==> config.mk <==
export PLATFORM = sky130hd
export DESIGN_NAME = sbdq_div_cell
export DESIGN_NICKNAME = d
export VERILOG_FILES = /design/src/rtl/sbdq_pkg.sv /design/src/rtl/sbdq_div_cell.sv
export SDC_FILE = /design/constraint.sdc
export NUM_CORES = 1
export LEC_CHECK = 0
export ABC_AREA = 1
export ABC_CLOCK_PERIOD_IN_PS = 7400
export CORE_MARGIN = 2
export CORE_UTILIZATION = 53
export DETAILED_ROUTE_END_ITERATION = 12
export DONT_BUFFER_PORTS = 1
export PLACE_DENSITY = 0.68
export SYNTH_ARGS = -nofsm -noshare
export SYNTH_HDL_FRONTEND = slang
export SYNTH_SLANG_ARGS = --single-unit
==> constraint.sdc <==
create_clock -name i_clk -period 7.4 [get_ports i_clk]
set_input_delay 2.22 -clock i_clk [delete_from_list [all_inputs] [get_ports i_clk]]
set_output_delay 2.22 -clock i_clk [all_outputs]
set_load 0.01 [all_outputs]
==> src/rtl/sbdq_pkg.sv <==
`timescale 1ns / 1ps
// ----------------------------------------------------------------------------
// sbdq_pkg
// Shared types and constants of the spectrum bin decibel quantiser.
// ----------------------------------------------------------------------------
package sbdq_pkg;

    localparam int LOG_W  = 64;
    localparam int EXP_W  = 6;
    localparam int FRAC_W = 16;
    localparam int MANT_W = 31;
    localparam int REM_W  = 35;
    localparam int DEN_W  = 33;
    localparam int QUO_W  = 8;
    localparam int SEL_W  = 2;

    localparam logic [17:0] DB_PER_LOG2 = 18'd197283;

    localparam logic [1:0] REG_REF   = 2'd0;
    localparam logic [1:0] REG_FLOOR = 2'd1;
    localparam logic [1:0] REG_CEIL  = 2'd2;

    localparam logic [SEL_W-1:0] SEL_ZERO = 2'd0;
    localparam logic [SEL_W-1:0] SEL_FULL = 2'd1;
    localparam logic [SEL_W-1:0] SEL_DIV  = 2'd2;

    localparam logic [23:0] REF_RESET   = 24'h800000;
    localparam logic [16:0] FLOOR_RESET = 17'h19C00;
    localparam logic [16:0] CEIL_RESET  = 17'h00000;

    typedef struct packed {
        logic [MANT_W-1:0] mant_p;
        logic [MANT_W-1:0] mant_r;
        logic [FRAC_W-1:0] frac_p;
        logic [FRAC_W-1:0] frac_r;
        logic [EXP_W-1:0]  exp_p;
        logic [EXP_W-1:0]  exp_r;
        logic              zero;
        logic              last;
    } t_log_word;

    typedef struct packed {
        logic [REM_W-1:0] rem;
        logic [DEN_W-1:0] den;
        logic [QUO_W-1:0] quo;
        logic [SEL_W-1:0] sel;
        logic             last;
    } t_div_word;

endpackage

==> src/rtl/sbdq_div_cell.sv <==
`timescale 1ns / 1ps
// ----------------------------------------------------------------------------
// sbdq_div_cell
// One restoring step of the level divider; yields one quotient bit.
// ----------------------------------------------------------------------------
module sbdq_div_cell (
    input  logic                 i_clk,
    input  logic                 i_rst_n,
    input  logic                 i_en,
    input  logic                 i_valid,
    input  sbdq_pkg::t_div_word  i_word,
    output logic                 o_valid,
    output sbdq_pkg::t_div_word  o_word
);

    logic                        r_valid;
    sbdq_pkg::t_div_word         r_word;
    sbdq_pkg::t_div_word         n_word;
    logic                        w_ge;
    logic [sbdq_pkg::REM_W-1:0]  w_rem;

    always_comb begin
        w_ge   = i_word.rem >= sbdq_pkg::REM_W'(i_word.den);
        w_rem  = w_ge ? (i_word.rem - sbdq_pkg::REM_W'(i_word.den)) : i_word.rem;
        n_word = i_word;
        n_word.rem = {w_rem[sbdq_pkg::REM_W-2:0], 1'b0};
        n_word.quo = {i_word.quo[sbdq_pkg::QUO_W-2:0], w_ge};
    end

    always_ff @(posedge i_clk) begin
        if (!i_rst_n) begin
            r_valid <= 1'b0;
        end else if (i_en) begin
            r_valid <= i_valid;
        end
        if (i_en) begin
            r_word <= n_word;
        end
    end

    assign o_valid = r_valid;
    assign o_word  = r_word;

endmodule

**Word-level counts from Yosys, hierarchy flattened**

Cells that the tools add are included.

- Add/subtract/negate cells: 1
- Magnitude comparators: 1
- Mux-type cells: 1

Operators with widths:

| kind | count |
|---|---|
| $ge 35x33->1 | 1 |
| $mux 34 | 1 |
| $sub 34x33->34 | 1 |

- Flip-flop bits (word level): 79
- Logic and storage cells: 9

**Depth between registers and ports, before layout**

- Word-level depth: 2
- Depth in mapped cells: 16

**Least setup slack after synthesis**

No wires, ideal clock.

- Path type: input -> register
- Start: input port i_word[29] in the netlist's numbering
- End: register r_word, in the netlist o_word[66], data pin
- Library setup time: 0.253 ns
- Arrival: 3.595 ns
- Required time: 7.147 ns
- Slack: 3.552 ns
- Stages on the path: 14
- Buffers on the path: 1
- Path through: inv_1 > ha_1 > nand2_1 > nor2_2 > nand2_1 > nor2_1 > nand2_1 > nand3_2 > nand3_2 > nand2_4 > inv_2 > buf_6 > nand2_1 > nand2_1

- Cells in the longest elaborated chain, start to end: 2
- Elaborated cells between the ends (all ways): 3
- Those cells by class: add/sub (1); order compare (1); mux (1)

RTL lines:

| what | line | source |
|---|---|---|
| start: declaration | sbdq_div_cell.sv:11 | `input sbdq_pkg::t_div_word i_word,` |
| $sub 34x33->34 or $ge 35x33->1 (tied branches) | sbdq_div_cell.sv:24, sbdq_div_cell.sv:23 |  |
| $mux 34 * | sbdq_div_cell.sv:24 | `w_rem = w_ge ? (i_word.rem - sbdq_pkg::REM_W'(i_word.den)) : i_word.rem;` |
| via w_rem (one bit) | sbdq_div_cell.sv:20 | `logic [sbdq_pkg::REM_W-1:0] w_rem;` |
| end signal: assignment | sbdq_div_cell.sv:37 | `r_word <= n_word;` |
| end: declaration | sbdq_div_cell.sv:17 | `sbdq_pkg::t_div_word r_word;` |

Mark *: on every way through the listed nets, which the timed path passes. The rest lies on a longest branch.
A chain may end at the register's enable or synchronous reset.

**Worst setup path after layout**

- Start: input port i_word[23] in the netlist's numbering
- End: register r_word, in the netlist o_word[69], data pin

Same word-level chain as after synthesis.

==> metrics.txt <==
setup_tns 0 ns; Cells after Synth between 700 and 800; crit start category input pin; Clock Skew 0 ns; Clock Path Buffers 2; combinational fraction of design power 0.211; initial core utilization 0.538; count of pins over their slew limit 0; clock share of power 0.278; CTS tree done; area leader, netlist edfxtp_1; sequential share of the synthesized area 0.433; post-synthesis adder-cell area fraction 0.0794; fin crit period 4.44 ns; GR Util All Layers 0.249; wire per inst 15.4 um; synthesized net count 853; Fmax 225 MHz; vias in the first global route around 4300; antenna viol nets, final 0; # setup viols final 0; Iter 0 DRT Violations 298; CTS H-Tree Depth 3; status finished clean; Antenna Cells 0; DRC Markers 0; Die X 105 um; FFs w/ async S/R, synth 0; met3 usage 0.0618; share of layout cells above drive strength 1 0.0349; Post-synth EDFFs 78; worst slew pin tran between 0.7 and 0.8 ns; Cell Area, Synth 5450 um2; Most Used Layer, Global Route met2; clk_lat worst skew 0.36 ns; via/cell ratio 5.06; Post-Synth XOR/XNOR Area 0.0257; Psw 0.000368 W; Area growth, synth to finish 5.58%; cts bufs inserted 9; share of the synthesized area in the top cell type 0.430; CTS resizes 0; Die H about 110 um; ys flop type edfxtp_1; Hold Path Class reg2reg; post-route insts no fill 881; post-synthesis mux area share 0; clock sinks between 70 and 80; met1 Use GR 0.340; row cnt 37; via count 4462; unrepaired setup endpoints after global routing false; Critical Path Fanout Max 36; Netlist cell types 28; Ys Warns 0; Crit. End Element flop; DRT Pass-1 Iters 5; max-cap check violation count 0; WP data arrival roughly 4.6 ns; total grt overflow 0; Crit Path Category in2reg; largest family of logic cells by synthesized area simple AND/OR/NAND/NOR gates; total die area 11100 um2; most frequent cell after synthesis nand2_1; Seq cells post-synth 79; Avg Cell Area, Syn about 7.4 um2; pin count of the biggest net entering global routing 81; Synth Area in Compound Gates 0.0372; initial antenna violation count 0; DP Area 5560 um2; simple-gate share of the synthesized area 0.316; internal power of the cells 0.000809 W; global-route wire length before repair 21.3 mm; sequential share of power 0.511; postcts setup bufs 0; Critical Path RT approximately 7.5 ns; final instance area 5750 um2; hpwl dp 10.6 mm; hold buffer count at cts 0; Final GP Congestion 0.854; Max VDD drop roughly 0.11 mV; placed insts a little under 900; clk slew on worst S/H paths 0.08 ns; switching fraction of total power 0.313; Tcrit/Tclk final 0.599; Pwr per Cell Area a little over 200 nW/um2; WL final 13.6 mm; Leakage a little under 3 nW; worst setup slack after layout roughly 3 ns; Max transition margin 0.518; Fin. Hold Viols 0; Layout Nets approximately 860; Port-buffer cells 0; met2 Usage GRT 0.389; top cells by area, synth edfxtp_1, nand2_1, inv_1; io pins 163; Setup WS pre-CTS between 2 and 3 ns; top cells by count, synth nand2_1, inv_1, edfxtp_1; clk root buf clkbuf_8; Final Power around 0.0012 W; core area around 10000 um2
-- flip-flops by register name (all words and copies together), names as in the netlist --
| name | count |
|---|---|
| o_valid | 1 |
| o_word | 78 |
-- path summary, 6_finish.rpt --
check | from | to | slack, ns | cells past startpoint
max | i_word[23] | o_word[69] | 2.96 | 11
min | o_valid | o_valid | 0.59 | 2
max reg2reg | o_valid | o_valid | 6.73 | 2
min reg2reg | o_valid | o_valid | 0.59 | 2
-- metrics by stage --
step                      hold slack, ns   util
after floorplan                    0.555      -
after global placement             0.571  0.548
after detailed placement           0.586  0.548
after CTS                          0.598  0.568
after global routing               0.654  0.568
final                              0.593  0.568
-- cell usage in the layout, fill, tap and decap left out, types with 3 or more instances in the layout --
cell,count
nand2_1,309
inv_1,137
edfxtp_1,78
nor2_1,50
nand3_1,36
ha_1,33
a21oi_1,25
xor2_1,14
clkbuf_8,10
nand3b_1,9
nor3_1,8
o21bai_1,4
o21ai_0,3
-- metal layers --
metal | up-vias | part of all wire
met5 | - | 0
met4 | 0 | 0.014
met3 | 15 | 0.083
met2 | 191 | 0.45
met1 | 1962 | 0.45
li1 | 2294 | -
-- power groups by stage --
stage	clock, W	combinational (W)	sequential [W]
floorplan	0	0.000194	0.000606
global placement	0	0.000243	0.000612
detailed placement	0	0.000246	0.000612
CTS	0.000334	0.000247	0.000603
global route	0.000351	0.000287	0.000606
finish	0.000327	0.000249	0.000601
-- cell type report --
cell class                 count  area, um2
fill                         961       4380
multi-input combinational    511       2500
sequential                    79       2360
inverter                     139        522
tap                          136        170
clock buffer                  11        141
clock inverter                 5       56.3
-- critical path: stages --
cell and delay [ns]:
inv_1 0.02, ha_1 0.34, nand2_1 0.12, nor2_1 0.24, nand2_1 0.18, nor3_1 0.29
a21oi_2 0.11, nand2_4 0.38, inv_2 0.40, nand2_1 0.17, nand2_1 0.07
-- logic make-up (layout without fill, tap and decap cells) --
| kind of cell | Yosys count | in the layout |
|---|---|---|
| simple gates | 424 | 424 |
| buf+inv | 146 | 155 |
| flops | 79 | 79 |
| compound gates | 36 | 36 |
| fa+ha+maj | 34 | 34 |
| xor+xnor | 16 | 16 |
| other cells | 1 | 1 |
Power figures use the tool's default switching activity.
