===== src/rtl/sbdq_pkg.sv =====
`timescale 1ns / 1ps
// ----------------------------------------------------------------------------
// sbdq_pkg
// Shared types and constants of the spectrum bin decibel quantiser.
// ----------------------------------------------------------------------------
package sbdq_pkg;

    localparam int LOG_W  = 64;
    localparam int EXP_W  = 6;
    localparam int FRAC_W = 16;
    localparam int MANT_W = 31;
    localparam int REM_W  = 35;
    localparam int DEN_W  = 33;
    localparam int QUO_W  = 8;
    localparam int SEL_W  = 2;

    localparam logic [17:0] DB_PER_LOG2 = 18'd197283;

    localparam logic [1:0] REG_REF   = 2'd0;
    localparam logic [1:0] REG_FLOOR = 2'd1;
    localparam logic [1:0] REG_CEIL  = 2'd2;

    localparam logic [SEL_W-1:0] SEL_ZERO = 2'd0;
    localparam logic [SEL_W-1:0] SEL_FULL = 2'd1;
    localparam logic [SEL_W-1:0] SEL_DIV  = 2'd2;

    localparam logic [23:0] REF_RESET   = 24'h800000;
    localparam logic [16:0] FLOOR_RESET = 17'h19C00;
    localparam logic [16:0] CEIL_RESET  = 17'h00000;

    typedef struct packed {
        logic [MANT_W-1:0] mant_p;
        logic [MANT_W-1:0] mant_r;
        logic [FRAC_W-1:0] frac_p;
        logic [FRAC_W-1:0] frac_r;
        logic [EXP_W-1:0]  exp_p;
        logic [EXP_W-1:0]  exp_r;
        logic              zero;
        logic              last;
    } t_log_word;

    typedef struct packed {
        logic [REM_W-1:0] rem;
        logic [DEN_W-1:0] den;
        logic [QUO_W-1:0] quo;
        logic [SEL_W-1:0] sel;
        logic             last;
    } t_div_word;

endpackage


===== src/rtl/sbdq_log_cell.sv =====
`timescale 1ns / 1ps
// ----------------------------------------------------------------------------
// sbdq_log_cell
// One squaring step of the log2 chain; yields one fraction bit per lane.
// ----------------------------------------------------------------------------
module sbdq_log_cell (
    input  logic                 i_clk,
    input  logic                 i_rst_n,
    input  logic                 i_en,
    input  logic                 i_valid,
    input  sbdq_pkg::t_log_word  i_word,
    output logic                 o_valid,
    output sbdq_pkg::t_log_word  o_word
);

    logic                          r_valid;
    sbdq_pkg::t_log_word           r_word;
    sbdq_pkg::t_log_word           n_word;
    logic [2*sbdq_pkg::MANT_W-1:0] w_sq_p;
    logic [2*sbdq_pkg::MANT_W-1:0] w_sq_r;
    logic [sbdq_pkg::MANT_W:0]     w_t_p;
    logic [sbdq_pkg::MANT_W:0]     w_t_r;

    always_comb begin
        w_sq_p = (2*sbdq_pkg::MANT_W)'(i_word.mant_p) * (2*sbdq_pkg::MANT_W)'(i_word.mant_p);
        w_sq_r = (2*sbdq_pkg::MANT_W)'(i_word.mant_r) * (2*sbdq_pkg::MANT_W)'(i_word.mant_r);
        w_t_p  = w_sq_p[2*sbdq_pkg::MANT_W-1:sbdq_pkg::MANT_W-1];
        w_t_r  = w_sq_r[2*sbdq_pkg::MANT_W-1:sbdq_pkg::MANT_W-1];
        n_word = i_word;
        n_word.mant_p = w_t_p[sbdq_pkg::MANT_W] ? w_t_p[sbdq_pkg::MANT_W:1]
                                                : w_t_p[sbdq_pkg::MANT_W-1:0];
        n_word.mant_r = w_t_r[sbdq_pkg::MANT_W] ? w_t_r[sbdq_pkg::MANT_W:1]
                                                : w_t_r[sbdq_pkg::MANT_W-1:0];
        n_word.frac_p = {i_word.frac_p[sbdq_pkg::FRAC_W-2:0], w_t_p[sbdq_pkg::MANT_W]};
        n_word.frac_r = {i_word.frac_r[sbdq_pkg::FRAC_W-2:0], w_t_r[sbdq_pkg::MANT_W]};
    end

    always_ff @(posedge i_clk) begin
        if (!i_rst_n) begin
            r_valid <= 1'b0;
        end else if (i_en) begin
            r_valid <= i_valid;
        end
        if (i_en) begin
            r_word <= n_word;
        end
    end

    assign o_valid = r_valid;
    assign o_word  = r_word;

endmodule


===== config.mk =====
export PLATFORM = sky130hd
export DESIGN_NAME = sbdq_log_cell
export DESIGN_NICKNAME = d
export VERILOG_FILES = /design/src/rtl/sbdq_pkg.sv /design/src/rtl/sbdq_log_cell.sv
export SDC_FILE = /design/constraint.sdc
export NUM_CORES = 2
export LEC_CHECK = 0
export ABC_AREA = 1
export BUFFER_PORTS_ARGS = -buffer_cell sky130_fd_sc_hd__buf_2
export CORE_MARGIN = 3
export CORE_UTILIZATION = 62
export CTS_CLUSTER_DIAMETER = 60
export DETAILED_ROUTE_END_ITERATION = 8
export PLACE_DENSITY = 0.8
export SYNTH_ARGS = -nofsm -noshare
export SYNTH_HDL_FRONTEND = slang
export SYNTH_SLANG_ARGS = --single-unit

===== constraint.sdc =====
create_clock -name i_clk -period 8.35 [get_ports i_clk]
set_input_delay 0.4175 -clock i_clk [delete_from_list [all_inputs] [get_ports i_clk]]
set_output_delay 0.4175 -clock i_clk [all_outputs]
set_load 0.03 [all_outputs]

; ---- Word-level counts from Yosys, hierarchy flattened
; Index checks and enable logic that the tools add are counted.
[totals]
register_bits = 109
out_inout_bits = 109
[op_classes]
n_mul = 2
muxes = 2
[ops]
columns = operator, n
row1 = 31-bit by 31-bit multiplier with 62-bit output, 2
row2 = 30-bit two-way mux, 2

; ---- Logic depth before layout (Yosys ltp)
[depth]
ltp_word = 2
depth_mapped = 35
mapped_depth_nobuf = 32

; ---- Worst setup path after synthesis
; No wires, ideal clock.
[synth_timing]
path_kind = input -> register
from = input i_word[102] (netlist name)
to = register r_word, in the netlist o_word[98], data pin
setup_ns = 0.252
arrival_ns = 6.713
required_time_ns = 8.098
setup_slack_ns = 1.385
stages = 30
cell_sequence = clkbuf_1 buf_1 nand2_1 fa_1 fa_1 inv_1 fa_1 inv_1 fa_1 inv_1 fa_1 fa_1 fa_1 inv_1 fa_1 inv_1 ha_1 nand2_1 nand2_1 a21oi_1 nand2_1 nand2_1 nand2_1 a21oi_1 nand2_1 nand2_1 nand2_1 buf_4 nand2_1 nand2_1
[synth_lines]
columns = item, line
row1 = "start, declared", sbdq_log_cell.sv:11  ; input sbdq_pkg::t_log_word i_word,
row2 = "end signal, assigned", sbdq_log_cell.sv:45  ; r_word <= n_word;
row3 = "end, declared", sbdq_log_cell.sv:17  ; sbdq_pkg::t_log_word r_word;

; ---- Worst setup path in the final report
[layout_timing]
from = input i_word[56] (netlist name)
to = register r_word, in the netlist o_word[76], data pin
[layout_between]
elab_chain_len = 1
[layout_rtl]
columns = item, line
row1 = 31-bit by 31-bit multiplier with 62-bit output, sbdq_log_cell.sv:26  ; w_sq_r = (2*sbdq_pkg::MANT_W)'(i_word.mant_r) * (2*sbdq_pkg::MANT_W)'(i_word.mant_r);
; Every way passes these cells.
; A chain may end at the register's enable or synchronous reset.

==> results.tsv <==
metric	value	unit
part of the cycle the worst path needs	90.39	%
first-pass GRT wire length	258.5	mm
placed cell count	9138	
most common cell after layout, fill and taps aside	inv_1	
WL/cell	16.62	µm
metal1 wirelength	63.68	mm
post-synthesis sequential area ratio	5.254	%
Post-CTS Hold Buffers	0	
max-cap violations	0	
First-pass DRT Iterations	8	
RSZ-0062 raised after global routing	no	
Worst setup EP type	register	
critical-path maximum fanout	30	
CP required	8.49	ns
Total Wirelength	152.2	mm
CTS Buf Count	9	
Max transition margin	41.95	%
# fillers	8140	
Die Ht	322.5	µm
worst hold slack	0.1876	ns
CP startpoint kind	primary input	
worst path arrival time	7.68	ns
Setup violations, final	0	
Synth-to-Final Area Change	4.416	%
Clock Sinks	109	
Worst Tran Pin Value	0.8708	ns
CTS root buf	clkbuf_16	
Cells after Synth	7767	
Hold Path End	o_word[44]$_DFFE_PP_	
asr flop ratio synth	0	%
post-route insts no fill	9160	
Clock transition at path regs	0.10	ns
area of the mapped netlist	62110	µm²
Hold/Removal Path Class	primary input to register	
Die Width	322.5	µm
worst r2r dst	o_valid$_SDFFE_PN0P_	
Vias/cell	5.144	
syn_nets	9907	
initial core utilization	62.83	%
Final GP Congestion	0.9511	
CTS tree	done	
CP Class	primary input to register	
EDFF count, synth	108	
outcome	finished, violations left	
Synth Flop Type	edfxtp_1	
vias post-DR	47120	
met2 wire len	71.88	mm
pin count of the biggest net entering global routing	69	
clk_skew	0	ns
synth unique cells	39	
Setup TNS Final	0	ns
hold depth	1	
Reg2Reg Depth	2	
Remaining DRCs	2	
Final Max Tran Viols	0	
number of global-route vias before repair	51690	
fmax	132.5	MHz
Final Hold Fails	0	
commonest non-fill, non-tap cells in the layout	2,653 x inv_1, 2,085 x nand2_1, 1,494 x fa_1	
later-pin clock latency in the skew report	0.38	ns
routed length on met3	11.94	mm
Final HPWL DP	135.0	mm
DRT iter0 DRCs	3635	
uppermost routed layer	met4	
GRT Overall Usage	31.50	%
setup slack, reg-to-reg	7.66	ns
Worst R2R Start	o_valid$_SDFFE_PN0P_	
I/O Buffers	218	
setup bufs post-CTS	0	
Rows	115	
synth warn	0	
Gates resized, CTS repair	0	
Yosys reg bits	109	
layout cell share with drive strength beyond 1	4.335	%
initial antenna violation count	6	
I/O pins	221	
die area	104000	µm²
fin crit period	7.548	ns
H-tree levels	3	
ANT nets after route	0	
core area	98850	µm²
Clock Path Buffers	2	
nets	10000	
hold path startpoint	i_word[43]	
failing checks	design-rule violations	
GRT overflow	0	
Avg Cell Area, Syn	7.997	µm²
-- critical path: stages --
cell and delay, ns:
buf_2 0.49, buf_4 0.34, nand2_1 0.09, inv_1 0.09
ha_1 0.25, a31o_2 0.26, fa_1 0.39, fa_1 0.55
inv_1 0.05, fa_1 0.50, inv_1 0.06, fa_1 0.51
fa_1 0.59, fa_1 0.44, fa_1 0.47, ha_1 0.34
nand2_1 0.16, inv_1 0.07, a21oi_1 0.28, nand2_1 0.16
a21oi_1 0.20, nand2_1 0.09, nand2_1 0.15, nand2_1 0.09
nand2_2 0.09, nand2_4 0.13, inv_4 0.29, nand3_1 0.12
-- flip-flops by register name, summed over array words and instances, names as in the netlist --
signal,count
o_valid,1
o_word,108
-- worst max path at each step --
stage                           start                   endpoint  slack [ns]  cells past startpoint
after detailed placement   i_word[56]   o_word[76]$_SDFFCE_PP1P_        0.52                     28
final                      i_word[56]   o_word[76]$_SDFFCE_PP1P_        0.80                     28
after global routing       i_word[88]  o_word[107]$_SDFFCE_PP1P_        0.43                     26
after CTS                  i_word[94]  o_word[107]$_SDFFCE_PP1P_        0.92                     25
after global placement     i_word[81]  o_word[107]$_SDFFCE_PP1P_        0.59                     26
after floorplan           i_word[102]       o_word[98]$_DFFE_PP_        1.39                     30
-- routing by layer --
metal	up-vias	GRT usage, %
li1	21830	-
met1	23180	44.81
met2	1805	51.50
met3	306	3.859
met4	0	9.117
met5	-	0
-- metrics by stage --
| step | worst slack (ns) | cell area, µm² | utilization, % |
|---|---|---|---|
| floorplan | 1.385 | 62110 | - |
| global placement | 0.5948 | 64520 | 65.27 |
| detailed placement | 0.5170 | 64520 | 65.27 |
| CTS | 0.9221 | 64840 | 65.59 |
| global route | 0.4333 | 64850 | 65.61 |
| finish | 0.8022 | 64850 | 65.61 |
-- synth_stat cells (19+ instances only) --
| master | count | area, µm² |
|---|---|---|
| clkbuf_1 | 169 | 634.4 |
| fa_1 | 1494 | 29910 |
| nor2_1 | 212 | 795.8 |
| a21oi_1 | 118 | 590.6 |
| nand3_1 | 131 | 655.6 |
| o21ai_0 | 34 | 170.2 |
| nand2_1 | 2085 | 7826 |
| xnor2_1 | 22 | 192.7 |
| edfxtp_1 | 108 | 3243 |
| nand4_1 | 26 | 162.7 |
| ha_1 | 534 | 6681 |
| o21bai_1 | 26 | 195.2 |
| inv_1 | 2653 | 9958 |
| buf_1 | 19 | 71.32 |
| xor2_1 | 38 | 332.8 |
-- layout make-up --
class                           instances  area (µm²)  share of cell area, %
Sequential cell                       109        3263                  5.031
Antenna cell                            6       15.01                0.02315
Timing Repair Buffer                  286        1629                  2.512
Tap cell                             1287        1610                  2.483
Clock inverter                          7       91.34                 0.1408
Clock buffer                            9       225.2                 0.3473
Inverter                             2655        9968                  15.37
Multi-Input combinational cell       4801       48050                  74.09
-- kinds of logic after synthesis --
logic type	Yosys count	synth area share, %
buffers and inverters	2857	17.38
adders and majority gates	2028	58.91
DFF	109	5.254
and+or+nand+nor	2520	15.88
AOI/OAI and AO/OA	193	1.732
xor gates and xnor gates	60	0.8461
Power is left out: the tool's default activity adds up to more than one toggle a clock period on the data nets, which glitch-free logic cannot reach.
